**src/etrb_pkg.sv**
```systemverilog
// ----------------------------------------------------------------------------
// etrb_pkg
// types, constants and helpers shared by the trace ring buffer modules
// ----------------------------------------------------------------------------
package etrb_pkg;

  // field widths
  localparam int CMD_W     = 1;
  localparam int TAG_W     = 8;
  localparam int FLAG_W    = 8;
  localparam int PAYLOAD_W = 32;
  localparam int TIME_W    = 32;
  localparam int SEQ_W     = 16;
  localparam int LIMIT_W   = 7;
  localparam int CFG_W     = 4;

  // ring and tag table geometry
  localparam int RING_DEPTH   = 16;
  localparam int RING_AW      = $clog2(RING_DEPTH);
  localparam int TAG_SLOTS    = 8;
  localparam int TAG_AW       = $clog2(TAG_SLOTS);
  localparam int MAX_READ     = 64;
  localparam int PAYLOAD_BITS = 32;

  // command queue between front and back
  localparam int QUEUE_DEPTH = 2;
  localparam int QUEUE_AW    = $clog2(QUEUE_DEPTH);

  // lost counter saturates at what both 32 bits and the payload can hold
  localparam logic [PAYLOAD_W-1:0] LOST_MAX = (PAYLOAD_BITS >= 32) ? 32'hFFFF_FFFF :
                                              32'((64'd1 << PAYLOAD_BITS) - 64'd1);

  typedef enum logic [CMD_W-1:0] {
    CMD_RECORD = 1'b0,
    CMD_READ   = 1'b1
  } cmd_t;

  typedef enum logic {
    BK_IDLE = 1'b0,
    BK_READ = 1'b1
  } bk_state_t;

  // one classified command as it travels through the queue
  typedef struct packed {
    cmd_t                 kind;
    logic [TAG_W-1:0]     tag;
    logic [FLAG_W-1:0]    flags;
    logic [PAYLOAD_W-1:0] payload;
    logic [TIME_W-1:0]    stamp;
    logic [LIMIT_W-1:0]   limit;
  } item_t;

  function automatic logic [RING_AW-1:0] next_ring_idx(input logic [RING_AW-1:0] idx);
    if (idx == RING_AW'(RING_DEPTH - 1)) begin
      return '0;
    end
    return idx + RING_AW'(1);
  endfunction

endpackage

```
**src/etrb_front.sv**
```systemverilog
// ----------------------------------------------------------------------------
// etrb_front
// accepts input beats, clamps the read limit and drops empty reads
// ----------------------------------------------------------------------------
module etrb_front import etrb_pkg::*; (
  input  logic                 clk,
  input  logic                 rst_n,
  input  logic                 in_valid,
  output logic                 in_ready,
  input  logic [CMD_W-1:0]     in_command,
  input  logic [TAG_W-1:0]     in_event_tag,
  input  logic [FLAG_W-1:0]    in_event_flags,
  input  logic [PAYLOAD_W-1:0] in_event_payload,
  input  logic [TIME_W-1:0]    in_event_time,
  input  logic [LIMIT_W-1:0]   in_read_limit,
  input  logic                 q_full,
  output logic                 q_push,
  output item_t                q_item
);

  logic [LIMIT_W-1:0] limit_clamped;
  logic               zero_read;
  logic               accept;

  assign in_ready = ~q_full;
  assign accept   = in_valid & in_ready;

  assign limit_clamped = (in_read_limit > LIMIT_W'(MAX_READ)) ? LIMIT_W'(MAX_READ)
                                                              : in_read_limit;
  // a read with no room returns nothing and changes nothing
  assign zero_read = (cmd_t'(in_command) == CMD_READ) && (in_read_limit == '0);

  assign q_push = accept & ~zero_read;

  always_comb begin
    q_item.kind    = cmd_t'(in_command);
    q_item.tag     = in_event_tag;
    q_item.flags   = in_event_flags;
    q_item.payload = in_event_payload;
    q_item.stamp   = in_event_time;
    q_item.limit   = limit_clamped;
  end

  // pushes only happen when the queue has room
  a_push_room: assert property (@(posedge clk) disable iff (!rst_n)
    q_push |-> !q_full)
    else $error("push into full queue");

  a_no_empty_read: assert property (@(posedge clk) disable iff (!rst_n)
    (q_push && q_item.kind == CMD_READ) |-> (q_item.limit != '0))
    else $error("empty read queued");

  a_limit_clamped: assert property (@(posedge clk) disable iff (!rst_n)
    q_push |-> (q_item.limit <= LIMIT_W'(MAX_READ)))
    else $error("read limit not clamped");

endmodule

```
**src/etrb_cmd_fifo.sv**
```systemverilog
// ----------------------------------------------------------------------------
// etrb_cmd_fifo
// short command queue decoupling the front from the back
// ----------------------------------------------------------------------------
module etrb_cmd_fifo import etrb_pkg::*; (
  input  logic  clk,
  input  logic  rst_n,
  input  logic  push,
  input  item_t push_item,
  output logic  full,
  input  logic  pop,
  output logic  not_empty,
  output item_t head_item
);

  item_t                 mem_r [QUEUE_DEPTH];
  logic [QUEUE_AW-1:0]   wr_ptr_r;
  logic [QUEUE_AW-1:0]   rd_ptr_r;
  logic [QUEUE_AW:0]     count_r;

  assign full      = (count_r == (QUEUE_AW + 1)'(QUEUE_DEPTH));
  assign not_empty = (count_r != '0);
  assign head_item = mem_r[rd_ptr_r];

  always_ff @(posedge clk) begin
    if (push) begin
      mem_r[wr_ptr_r] <= push_item;
    end
  end

  always_ff @(posedge clk) begin
    if (!rst_n) begin
      wr_ptr_r <= '0;
      rd_ptr_r <= '0;
      count_r  <= '0;
    end else begin
      if (push) begin
        wr_ptr_r <= (wr_ptr_r == QUEUE_AW'(QUEUE_DEPTH - 1)) ? '0 : wr_ptr_r + QUEUE_AW'(1);
      end
      if (pop) begin
        rd_ptr_r <= (rd_ptr_r == QUEUE_AW'(QUEUE_DEPTH - 1)) ? '0 : rd_ptr_r + QUEUE_AW'(1);
      end
      if (push && !pop) begin
        count_r <= count_r + (QUEUE_AW + 1)'(1);
      end else if (pop && !push) begin
        count_r <= count_r - (QUEUE_AW + 1)'(1);
      end
    end
  end

  a_no_underflow: assert property (@(posedge clk) disable iff (!rst_n)
    pop |-> not_empty)
    else $error("pop from empty queue");

  a_count_range: assert property (@(posedge clk) disable iff (!rst_n)
    count_r <= (QUEUE_AW + 1)'(QUEUE_DEPTH))
    else $error("queue count out of range");

  a_push_count: assert property (@(posedge clk) disable iff (!rst_n)
    (push && !pop) |=> (count_r == $past(count_r) + (QUEUE_AW + 1)'(1)))
    else $error("queue count missed a push");

endmodule

```
**src/etrb_back.sv**
```systemverilog
// ----------------------------------------------------------------------------
// etrb_back
// executes records and reads against the ring, sequence table and lost counter
// ----------------------------------------------------------------------------
module etrb_back import etrb_pkg::*; (
  input  logic                 clk,
  input  logic                 rst_n,
  input  logic [CFG_W-1:0]     tracked_tags,
  input  logic                 q_valid,
  input  item_t                q_item,
  output logic                 q_pop,
  output logic                 out_valid,
  input  logic                 out_ready,
  output logic [TAG_W-1:0]     out_tag,
  output logic [FLAG_W-1:0]    out_flags,
  output logic [PAYLOAD_W-1:0] out_payload,
  output logic [TIME_W-1:0]    out_time,
  output logic [SEQ_W-1:0]     out_sequence,
  output logic                 out_last_of_read,
  output logic                 out_more_pending
);

  // ring storage, no reset: reads only reach written slots
  logic [TAG_W-1:0]     ring_tag_r   [RING_DEPTH];
  logic [FLAG_W-1:0]    ring_flags_r [RING_DEPTH];
  logic [PAYLOAD_W-1:0] ring_pay_r   [RING_DEPTH];
  logic [TIME_W-1:0]    ring_time_r  [RING_DEPTH];
  logic [SEQ_W-1:0]     ring_seq_r   [RING_DEPTH];

  logic [SEQ_W-1:0]     seq_tab_r [TAG_SLOTS];

  bk_state_t            state_r, state_nxt;
  logic [RING_AW-1:0]   wr_idx_r;
  logic [RING_AW-1:0]   rd_idx_r;
  logic [PAYLOAD_W-1:0] lost_r;
  logic [LIMIT_W-1:0]   rem_r;
  logic                 lost_pend_r;
  logic                 more_r;
  logic                 out_valid_r;

  logic                 out_load;
  logic                 emit;
  logic                 rec_we;
  logic                 rd_start;

  // record path
  logic [TAG_W-1:0]     limit_tags;
  logic                 tag_tracked;
  logic [TAG_AW-1:0]    tag_idx;
  logic [SEQ_W-1:0]     seq_val;
  logic [RING_AW-1:0]   wr_next;

  // read setup
  logic [RING_AW-1:0]   occupancy;
  logic                 lost_flag;
  logic [LIMIT_W-1:0]   rec_slots;
  logic [LIMIT_W-1:0]   occ_ext;
  logic [LIMIT_W-1:0]   drain;
  logic [LIMIT_W-1:0]   total;

  assign limit_tags  = (TAG_W'(tracked_tags) > TAG_W'(TAG_SLOTS)) ? TAG_W'(TAG_SLOTS)
                                                                  : TAG_W'(tracked_tags);
  assign tag_tracked = (q_item.tag < limit_tags);
  assign tag_idx     = q_item.tag[TAG_AW-1:0];
  assign seq_val     = tag_tracked ? seq_tab_r[tag_idx] : '0;
  assign wr_next     = next_ring_idx(wr_idx_r);

  assign occupancy = (wr_idx_r >= rd_idx_r) ? (wr_idx_r - rd_idx_r)
                                            : (wr_idx_r + RING_AW'(RING_DEPTH) - rd_idx_r);
  assign lost_flag = (lost_r != '0);
  assign rec_slots = q_item.limit - LIMIT_W'(lost_flag);
  assign occ_ext   = LIMIT_W'(occupancy);
  assign drain     = (occ_ext < rec_slots) ? occ_ext : rec_slots;
  assign total     = drain + LIMIT_W'(lost_flag);

  assign out_load = ~out_valid_r | out_ready;

  // next state
  always_comb begin
    state_nxt = state_r;
    case (state_r)
      BK_IDLE: begin
        if (q_valid && q_item.kind == CMD_READ && total != '0) begin
          state_nxt = BK_READ;
        end
      end
      BK_READ: begin
        if (out_load && rem_r == LIMIT_W'(1)) begin
          state_nxt = BK_IDLE;
        end
      end
      default: state_nxt = BK_IDLE;
    endcase
  end

  // control outputs
  always_comb begin
    q_pop    = 1'b0;
    rec_we   = 1'b0;
    rd_start = 1'b0;
    emit     = 1'b0;
    case (state_r)
      BK_IDLE: begin
        q_pop    = q_valid;
        rec_we   = q_valid && (q_item.kind == CMD_RECORD);
        rd_start = q_valid && (q_item.kind == CMD_READ);
      end
      BK_READ: begin
        emit = out_load;
      end
      default: begin
        q_pop = 1'b0;
      end
    endcase
  end

  always_ff @(posedge clk) begin
    if (rec_we) begin
      ring_tag_r[wr_idx_r]   <= q_item.tag;
      ring_flags_r[wr_idx_r] <= q_item.flags;
      ring_pay_r[wr_idx_r]   <= q_item.payload;
      ring_time_r[wr_idx_r]  <= q_item.stamp;
      ring_seq_r[wr_idx_r]   <= seq_val;
    end
  end

  always_ff @(posedge clk) begin
    if (!rst_n) begin
      state_r     <= BK_IDLE;
      wr_idx_r    <= '0;
      rd_idx_r    <= '0;
      lost_r      <= '0;
      rem_r       <= '0;
      lost_pend_r <= 1'b0;
      more_r      <= 1'b0;
      for (int i = 0; i < TAG_SLOTS; i++) begin
        seq_tab_r[i] <= '0;
      end
    end else begin
      state_r <= state_nxt;
      if (rec_we) begin
        wr_idx_r <= wr_next;
        if (tag_tracked) begin
          seq_tab_r[tag_idx] <= seq_val + SEQ_W'(1);
        end
        // ring full: drop the oldest record
        if (wr_next == rd_idx_r) begin
          rd_idx_r <= next_ring_idx(rd_idx_r);
          if (lost_r < LOST_MAX) begin
            lost_r <= lost_r + PAYLOAD_W'(1);
          end
        end
      end
      if (rd_start) begin
        rem_r       <= total;
        lost_pend_r <= lost_flag;
        more_r      <= (occ_ext > drain);
      end
      if (emit) begin
        rem_r <= rem_r - LIMIT_W'(1);
        if (lost_pend_r) begin
          lost_pend_r <= 1'b0;
          lost_r      <= '0;
        end else begin
          rd_idx_r <= next_ring_idx(rd_idx_r);
        end
      end
    end
  end

  // output register
  always_ff @(posedge clk) begin
    if (!rst_n) begin
      out_valid_r <= 1'b0;
    end else if (emit) begin
      out_valid_r <= 1'b1;
    end else if (out_ready) begin
      out_valid_r <= 1'b0;
    end
  end

  always_ff @(posedge clk) begin
    if (emit) begin
      out_last_of_read <= (rem_r == LIMIT_W'(1));
      out_more_pending <= more_r;
      if (lost_pend_r) begin
        out_tag      <= '0;
        out_flags    <= '0;
        out_payload  <= lost_r;
        out_time     <= '0;
        out_sequence <= '0;
      end else begin
        out_tag      <= ring_tag_r[rd_idx_r];
        out_flags    <= ring_flags_r[rd_idx_r];
        out_payload  <= ring_pay_r[rd_idx_r];
        out_time     <= ring_time_r[rd_idx_r];
        out_sequence <= ring_seq_r[rd_idx_r];
      end
    end
  end

  assign out_valid = out_valid_r;

  a_read_rem: assert property (@(posedge clk) disable iff (!rst_n)
    (state_r == BK_READ) |-> (rem_r != '0))
    else $error("read running with no beats left");

  a_last_idle: assert property (@(posedge clk) disable iff (!rst_n)
    (emit && rem_r == LIMIT_W'(1)) |=> (state_r == BK_IDLE))
    else $error("read did not end after last beat");

  a_lost_clear: assert property (@(posedge clk) disable iff (!rst_n)
    (emit && lost_pend_r) |=> (lost_r == '0))
    else $error("lost count kept after lost report");

  a_ring_slot_free: assert property (@(posedge clk) disable iff (!rst_n)
    rec_we |=> (wr_idx_r != rd_idx_r))
    else $error("ring lost its free slot");

endmodule

```
**src/event_trace_ring_buffer.sv**
```systemverilog
// ----------------------------------------------------------------------------
// event_trace_ring_buffer
// overwriting circular trace buffer with per-tag sequence numbers
// ----------------------------------------------------------------------------
// A record beat (command 0) stores tag, flags, payload, timestamp and a
// sequence number into a 16-slot ring that keeps at most 15 records; when it
// is full the oldest record is dropped and a saturating lost counter rises.
// Tags below tracked_tags (capped at 8) get their own incrementing sequence,
// all others store sequence 0. A read beat (command 1) with a limit returns
// first a lost report (tag, flags, time and sequence 0, payload = lost count)
// if anything was lost, then the oldest records, all within the limit (capped
// at 64); a zero limit returns nothing. out_last_of_read marks the final beat
// of a read and out_more_pending is set on every beat of a read that leaves
// records behind. Input beats go through a two-entry command queue, so the
// front accepts while the back is busy. The back unit executes one command
// at a time: a record is stored as it is popped, a read is set up as it is
// popped and then returns its result beats one by one while the output
// register is drained. tracked_tags is to be written by the user through the
// cfg port only while the block is idle; the block itself does not enforce it.
// ----------------------------------------------------------------------------
module event_trace_ring_buffer import etrb_pkg::*; (
  input  logic                 clk,
  input  logic                 rst_n,
  // configuration
  input  logic                 cfg_valid,
  output logic                 cfg_ready,
  input  logic [CFG_W-1:0]     cfg_tracked_tags,
  // command beats
  input  logic                 in_valid,
  output logic                 in_ready,
  input  logic [CMD_W-1:0]     in_command,
  input  logic [TAG_W-1:0]     in_event_tag,
  input  logic [FLAG_W-1:0]    in_event_flags,
  input  logic [PAYLOAD_W-1:0] in_event_payload,
  input  logic [TIME_W-1:0]    in_event_time,
  input  logic [LIMIT_W-1:0]   in_read_limit,
  // result beats
  output logic                 out_valid,
  input  logic                 out_ready,
  output logic [TAG_W-1:0]     out_tag,
  output logic [FLAG_W-1:0]    out_flags,
  output logic [PAYLOAD_W-1:0] out_payload,
  output logic [TIME_W-1:0]    out_time,
  output logic [SEQ_W-1:0]     out_sequence,
  output logic                 out_last_of_read,
  output logic                 out_more_pending
);

  logic [CFG_W-1:0] tracked_tags_r;

  // queue wiring between front and back
  logic  q_full;
  logic  q_push;
  item_t q_push_item;
  logic  q_pop;
  logic  q_not_empty;
  item_t q_head_item;

  // config register, always ready
  assign cfg_ready = 1'b1;

  always_ff @(posedge clk) begin
    if (!rst_n) begin
      tracked_tags_r <= '0;
    end else if (cfg_valid) begin
      tracked_tags_r <= cfg_tracked_tags;
    end
  end

  // front: accept and classify
  etrb_front u_front (
    .clk              (clk),
    .rst_n            (rst_n),
    .in_valid         (in_valid),
    .in_ready         (in_ready),
    .in_command       (in_command),
    .in_event_tag     (in_event_tag),
    .in_event_flags   (in_event_flags),
    .in_event_payload (in_event_payload),
    .in_event_time    (in_event_time),
    .in_read_limit    (in_read_limit),
    .q_full           (q_full),
    .q_push           (q_push),
    .q_item           (q_push_item)
  );

  // command queue
  etrb_cmd_fifo u_queue (
    .clk       (clk),
    .rst_n     (rst_n),
    .push      (q_push),
    .push_item (q_push_item),
    .full      (q_full),
    .pop       (q_pop),
    .not_empty (q_not_empty),
    .head_item (q_head_item)
  );

  // back: ring, sequence table, lost counter and result register
  etrb_back u_back (
    .clk              (clk),
    .rst_n            (rst_n),
    .tracked_tags     (tracked_tags_r),
    .q_valid          (q_not_empty),
    .q_item           (q_head_item),
    .q_pop            (q_pop),
    .out_valid        (out_valid),
    .out_ready        (out_ready),
    .out_tag          (out_tag),
    .out_flags        (out_flags),
    .out_payload      (out_payload),
    .out_time         (out_time),
    .out_sequence     (out_sequence),
    .out_last_of_read (out_last_of_read),
    .out_more_pending (out_more_pending)
  );

endmodule

```
**config.mk**
```make
export PLATFORM = sky130hd
export DESIGN_NAME = event_trace_ring_buffer
export DESIGN_NICKNAME = d
export VERILOG_FILES = /design/src/etrb_pkg.sv /design/src/etrb_front.sv /design/src/etrb_cmd_fifo.sv /design/src/etrb_back.sv /design/src/event_trace_ring_buffer.sv
export SDC_FILE = /design/constraint.sdc
export NUM_CORES = 2
export LEC_CHECK = 0
export BUFFER_PORTS_ARGS = -buffer_cell sky130_fd_sc_hd__buf_2
export CORE_ASPECT_RATIO = 0.5
export CORE_UTILIZATION = 52
export DETAILED_ROUTE_END_ITERATION = 8
export PLACE_DENSITY = 0.67
export SLEW_MARGIN = 10
export SYNTH_ARGS = -nofsm -noshare
export SYNTH_HDL_FRONTEND = slang
export SYNTH_SLANG_ARGS = --single-unit
export TNS_END_PERCENT = 30
```
**constraint.sdc**
```tcl
create_clock -name clk -period 18.95 [get_ports clk]
set_input_delay 2.8425 -clock clk [delete_from_list [all_inputs] [get_ports clk]]
set_output_delay 2.8425 -clock clk [all_outputs]
set_load 0.05 [all_outputs]
```
# Word level (Yosys, flattened, before mapping)
# Memory sizes are Yosys's and may differ from the RTL's. A register that Yosys moved wholly into a read port is not among the register bits.
# Cells that the tools add are included.
dict set report word_totals {
  out_inout_bits 101
  ram_bits 1840
  mem_count 7
  reg_bits 93
  wordCells 130
  in_bits 97
}
dict set report classes {
  n_reduce_logical 17
  muxes 60
  order_cmp 6
  bitwise 8
  eq_ne 5
  addsub 12
}
# name depth word_bits read_ports rd_ports_with_merged_regs wr line_no
set mem_list {}
lappend mem_list {u_back.ring_pay_r 16 32 1 1 1 etrb_back.sv:26} ;# logic [PAYLOAD_W-1:0] ring_pay_r [RING_DEPTH];
lappend mem_list {u_back.ring_time_r 16 32 1 1 1 etrb_back.sv:27} ;# logic [TIME_W-1:0] ring_time_r [RING_DEPTH];
lappend mem_list {u_back.ring_seq_r 16 16 1 1 1 etrb_back.sv:28} ;# logic [SEQ_W-1:0] ring_seq_r [RING_DEPTH];
lappend mem_list {u_queue.mem_r 2 88 1 1 1 etrb_cmd_fifo.sv:16} ;# item_t mem_r [QUEUE_DEPTH];
lappend mem_list {u_back.ring_flags_r 16 8 1 1 1 etrb_back.sv:25} ;# logic [FLAG_W-1:0] ring_flags_r [RING_DEPTH];
lappend mem_list {u_back.ring_tag_r 16 8 1 1 1 etrb_back.sv:24} ;# logic [TAG_W-1:0] ring_tag_r [RING_DEPTH];
lappend mem_list {{1 more memories} n/a n/a n/a n/a n/a n/a}
# operator n
set ops {}
lappend ops {{$mux W32} 6}
lappend ops {{$mux W4} 11}
lappend ops {{$mux W1} 33}
lappend ops {{$add A32 B1 Y32 const B} 1}
lappend ops {{$lt A32 B32 Y1 const B} 1}
lappend ops {{$mux W16} 2}
lappend ops {{$reduce_bool A32 Y1} 1}
lappend ops {{$mux W7} 4}
lappend ops {{$add A16 B1 Y16 const B} 1}
lappend ops {{$reduce_or A16 Y1} 1}
lappend ops {{$add A4 B1 Y4 const B} 2}
lappend ops {{$eq A4 B4 Y1 const B} 2}
lappend ops {{$lt A8 B8 Y1} 1}
lappend ops {{$reduce_bool A2 Y1} 4}
lappend ops {{$add A7 B1 Y7} 1}
lappend ops {{$eq A7 B1 Y1 const B} 1}
lappend ops {{$gt A4 B7 Y1} 1}
lappend ops {{$gt A7 B7 Y1 const B} 1}
lappend ops {{$logic_and A1 B1 Y1} 7}
lappend ops {{$logic_not A7 Y1} 1}
lappend ops {{$lt A4 B7 Y1} 1}
lappend ops {{$reduce_bool A7 Y1} 1}
lappend ops {{$sub A7 B1 Y7} 1}
lappend ops {{$sub A7 B1 Y7 const B} 1}
lappend ops {{other kinds (14)} 22}

# Longest topological paths before layout
dict set report depth {
  depth_word 13
  mapped_depth 24
  ltp_nobuf 20
}

# Cells and area by module
# Synthesis repeated with hierarchy kept, for this count alone.
dict set report unflattened {
  cells_unflattened 3663
  hier_area_um2 78126.2
}
# module area_per_inst_um2 cells_each n_inst seq_area_each_um2
set modules_own_cells {}
lappend modules_own_cells {etrb_back 70606.5 3259 1 53931.7}
lappend modules_own_cells {etrb_cmd_fifo 6645.1 296 1 5385.2}
lappend modules_own_cells {etrb_front 706.9 93 1 0.0}
lappend modules_own_cells {event_trace_ring_buffer 167.7 15 1 80.1}

# Worst setup path after synthesis
# No wires, ideal clock.
dict set report synth_path {
  path_kind {register to register}
  start {register with a tool-made name}
  end {memory u_back.ring_flags_r[3][0] (enable)}
  slack_ps 10277
  arrival_time_ps 8005
  n_path_buf 3
  t_required_ps 18282
  path_stages_with_launch 8
  setup_time_ps 668
  synth_period_minus_slack_ps 8673
  cell_sequence {dfxtp_1 -> buf_6 -> buf_6 -> buf_6 -> mux2_2 -> nor2_4 -> nand2_1 -> nor3_1}
}
# item line_no
set synth_lines {}
lappend synth_lines {{end, declared} etrb_back.sv:25}

# Worst setup path in the final report
dict set report layout_path {
  start {register u_back.lost_r[9]}
  end {register u_back.state_r}
}
dict set report layout_via {
  elab_chain_cells 9
}
# item line_no
set layout_lines {}
lappend layout_lines {{start, declared} etrb_back.sv:35} ;# logic [PAYLOAD_W-1:0] lost_r;
lappend layout_lines {{start signal, assigned} etrb_back.sv:150} ;# lost_r <= lost_r + PAYLOAD_W'(1);
lappend layout_lines {{$reduce_bool A32 Y1 *} etrb_back.sv:70} ;# assign lost_flag = (lost_r != '0);
lappend layout_lines {{$sub A7 B1 Y7} etrb_back.sv:71} ;# assign rec_slots = q_item.limit - LIMIT_W'(lost_flag);
lappend layout_lines {{$lt A4 B7 Y1} etrb_back.sv:73} ;# assign drain = (occ_ext < rec_slots) ? occ_ext : rec_slots;
lappend layout_lines {{$mux W7} etrb_back.sv:73}
lappend layout_lines {{$add A7 B1 Y7 *} etrb_back.sv:74} ;# assign total = drain + LIMIT_W'(lost_flag);
lappend layout_lines {{$reduce_bool A7 Y1 *} etrb_back.sv:83} ;# if (q_valid && q_item.kind == CMD_READ && total != '0) begin
lappend layout_lines {{$logic_and A1 B1 Y1 *} etrb_back.sv:83}
lappend layout_lines {{$mux W1 *} etrb_back.sv:83}
lappend layout_lines {{$pmux W1 S2 *} etrb_back.sv:81} ;# case (state_r)
lappend layout_lines {{end signal, assigned} etrb_back.sv:140} ;# state_r <= state_nxt;
lappend layout_lines {{end, declared} etrb_back.sv:32} ;# bk_state_t state_r, state_nxt;
# Every way passes the cells marked *; elsewhere a longest branch is shown, timed or not.
# A chain may end at the register's enable or synchronous reset.

==> impl_metrics.csv <==
group,metric,value,unit
setup_path,cp.required,19.63,ns
cells_and_area,seq_area,59400,sq um
setup_path,startpoint_type,"flip-flop",
power,power,10.6,mW
cells_and_area,design_area,86500,sq um
sta,rsz0062_at_grt,"false",
clocking,clockBufferDepth,3,
logic_synthesis,syn_area,77500,sq um
setup_path,crit_top_cell,"ha_1",
sta,tns,0,ns
power,cellPowerDensity,123,nW/um^2
placement,numPlacedInstances,5680,
logic_synthesis,synth_ff_type,"edfxtp_1",
global_route,grt_first_pass_wirelength,264000,um
setup_path,cp-startpoint,"u_back.lost_r[9]",
sta,post-route-min-period,6.09,ns
setup_path,path_max_fanout,7,
sta,setup_viol,0,
global_route,grt-ovfl-total,0,
floorplanning,initial_core_util,0.528,
sta,drv_slew,0,
logic_synthesis,synth_seq_cells,1998,
setup_path,crit_slowest_cell,"nand4b_1",
logic_synthesis,ys_types,88,
routing,drtIter0Drc,4455,
power,vdd_ir_drop_max,0.0000855,V
cells_and_area,fillers,10500,
placement,portBuffers,196,
sta,clock.fmax,164,MHz
sta,maxSlewHeadroom,0.149,
hold_path,min-delay-start,"u_back.more_r",
clocking,numCtsBuffers,168,
logic_synthesis,synth_nets,3747,
cells_and_area,fin_cells,5987,
clocking,cts_hold_buf,0,
clocking,htree_levels,4,
cells_and_area,multiInputGateArea,17400,sq um
logic_synthesis,async_flop_share,0,
cells_and_area,area_growth,11.6,%
routing,ant_nets,0,
routing,viasPerCell,6.31,
floorplanning,fp.dieH,275,um
clocking,clkTransAtPathRegs,0.06,ns
floorplanning,dieArea,151000,sq um
logic_synthesis,ys_seq_area_frac,0.766,
logic_synthesis,synth_edf_count,1938,
logic_synthesis,synthCells,3623,
run_status,status,"completed",
floorplanning,die_x,548,um
floorplanning,io_pins,198,
global_route,grt_pass1_vias,38500,
setup_path,critPathTopFamily,"simple AND/OR/NAND/NOR gates",
clocking,clock_latency,0.82,ns
job,drv_cap,0,
sta,min_period_over_period,0.321,
placement,place_congestion,0.806,
floorplanning,rows,99,
cells_and_area,drive_gt1_frac,0.294,
sta,final-hold-violation-count,0,
clocking,cts_resized,0,
placement,placed_area,80900,sq um
global_route,grt_max_degree,71,
power,p_leak,26.6,nW
clocking,clockRootBuffer,"clkbuf_16",
floorplanning,core-area,147000,sq um
setup_path,worstSetupPathType,"reg2reg",
setup_path,max_stage_delay,0.86,ns
sta,worstMarginPinSlew,1.27,ns
cells_and_area,fin_nets,4005,
clocking,cts.sinks,1998,
setup_path,crit_buf_inv,0,
hold_path,hold_class,"reg2reg",
setup_path,crit_path_end_kind,"flip-flop",
clocking,cts_tree,"yes",
setup_path,reg2reg_from,"u_back.lost_r[9]",
placement,hpwl,96200,um
setup_path,path_cells,"or4_1 -> nor4_1 -> nand4b_1 -> ha_1 -> ha_1 -> ha_1 -> a21oi_1 -> maj3_1 -> maj3_1 -> or2_2 -> mux2i_1 -> ha_1 -> ha_1 -> nor3_1 -> nand2_1 -> o31a_1",
global_route,grt_use_total,0.245,
sta,fin_worst_skew,0.0496,ns
clocking,cts_setup_buffers,0,
routing,wl,183000,um
routing,wl_per_cell,30.5,um
sta,holdWs,0.464,ns
logic_synthesis,ys_warn_count,0,
routing,drc,0,
global_route,antenna_found_initial,4,
setup_path,critPathArrivalTime,6.77,ns
routing,drt-pass1-iter-count,6,
logic_synthesis,synth.avg_cell_area,21.4,sq um
routing,via_count,37800,
==> metal layers <==
metal	routed length (um)	vias to the layer above	global-route usage	share of wire
li1	-	15500	-	-
met1	77400	20500	0.355	0.42
met2	89100	1580	0.399	0.49
met3	13400	199	0.0373	0.073
met4	2770	0	0.0540	0.015
met5	0	-	0	0
==> through the flow <==
step	worst slack, ns	util
2_1_floorplan	10.28	-
3_5_place_dp	12.76	0.551
4_1_cts	12.77	0.588
3_3_place_gp	12.80	0.551
5_1_grt	12.40	0.589
6_report	12.86	0.589
==> layout make-up <==
type,instances,area share
clock inverters,99,0.0126
well taps,1969,0.0285
clock buffers,207,0.0513
multi-input cells,1412,0.201
inverters,30,0.00136
flip-flops and latches,1998,0.687
repair buffers,271,0.0180
diodes,1,0.0000289
==> logic make-up after synthesis <==
kind of cell | Yosys count | share of synthesized area
buf+inv | 213 | 0.0114
mux | 635 | 0.162
flops | 1998 | 0.766
compound gates | 191 | 0.0166
simple gates | 505 | 0.0333
xor+xnor | 51 | 0.00576
other cells | 1 | 0.0000484
fa+ha+maj | 29 | 0.00471
==> synthesized netlist by cell type, types with 7 or more instances <==
library cell     n  area, sq um
edfxtp_1      1938        58200
mux4_2         482        10900
nor2_1         162          608
clkbuf_1       125          469
mux2_2         113         1270
nand2_1         94          353
a21oi_1         80          400
nor2b_1         75          469
dfxtp_1         60         1200
mux2i_1         37          370
buf_1           34          128
nand3_1         33          165
inv_1           27          101
ha_1            26          325
xor2_1          26          228
o21ai_0         25          125
xnor2_1         25          219
nor3_1          20          100
or3_1           17          106
nand2b_1        16          100
nor4_1          15         93.8
and3_1          13         81.3
buf_2           13         65.1
a21oi_2          8         70.1
a31oi_1          8         50.1
o22ai_1          8         50.1
buf_6            7         78.8
o221ai_1         7         61.3
==> flip-flops by register name (all words and copies together) (netlist names), 16 cells and up, named ones only <==
signal	flops
u_back.out_time	32
u_back.seq_tab_r	128
u_queue.mem_r	176
u_back.out_sequence	16
u_back.ring_tag_r	128
u_back.ring_pay_r	512
u_back.lost_r	32
u_back.ring_flags_r	128
u_back.ring_time_r	512
u_back.ring_seq_r	256
u_back.out_payload	32
==> cells in the final DEF (no fill, tap or decap), types with 17 or more instances in the layout <==
cell / netlist / final
a21oi_1: 80 / 80
buf_2: 13 / 196
buf_4: 4 / 74
clkbuf_1: 125 / 33
clkbuf_16: 0 / 170
clkinv_1: 0 / 31
clkinv_2: 0 / 32
dfxtp_1: 60 / 54
edfxtp_1: 1938 / 1938
ha_1: 26 / 26
inv_1: 27 / 26
mux2_2: 113 / 113
mux2i_1: 37 / 36
mux4_2: 482 / 482
nand2_1: 94 / 94
nand3_1: 33 / 33
nor2_1: 162 / 145
nor2b_1: 75 / 74
o21ai_0: 25 / 25
or3_1: 17 / 17
xnor2_1: 25 / 25
xor2_1: 26 / 26
==> power by group <==
part | switching, mW | internal (mW) | leakage [nW] | total, mW
Clock | 1.60 | 1.90 | 2.69 | 3.51
Combinational | 1.08 | 0.535 | 5.80 | 1.62
Sequential | 0.125 | 5.37 | 18.1 | 5.50
Total | 2.81 | 7.81 | 26.6 | 10.6
==> path summary, 6_finish.rpt <==
| check | slack, ns | to | cells after the start |
|---|---|---|---|
| worst max-delay path | 12.86 | u_back.state_r | 16 |
| worst min-delay path | 0.46 | u_back.out_more_pending | 0 |
| worst max register to register | 12.86 | u_back.state_r | 16 |
| worst min register to register | 0.46 | u_back.out_more_pending | 0 |
Power figures use the tool's default switching activity.
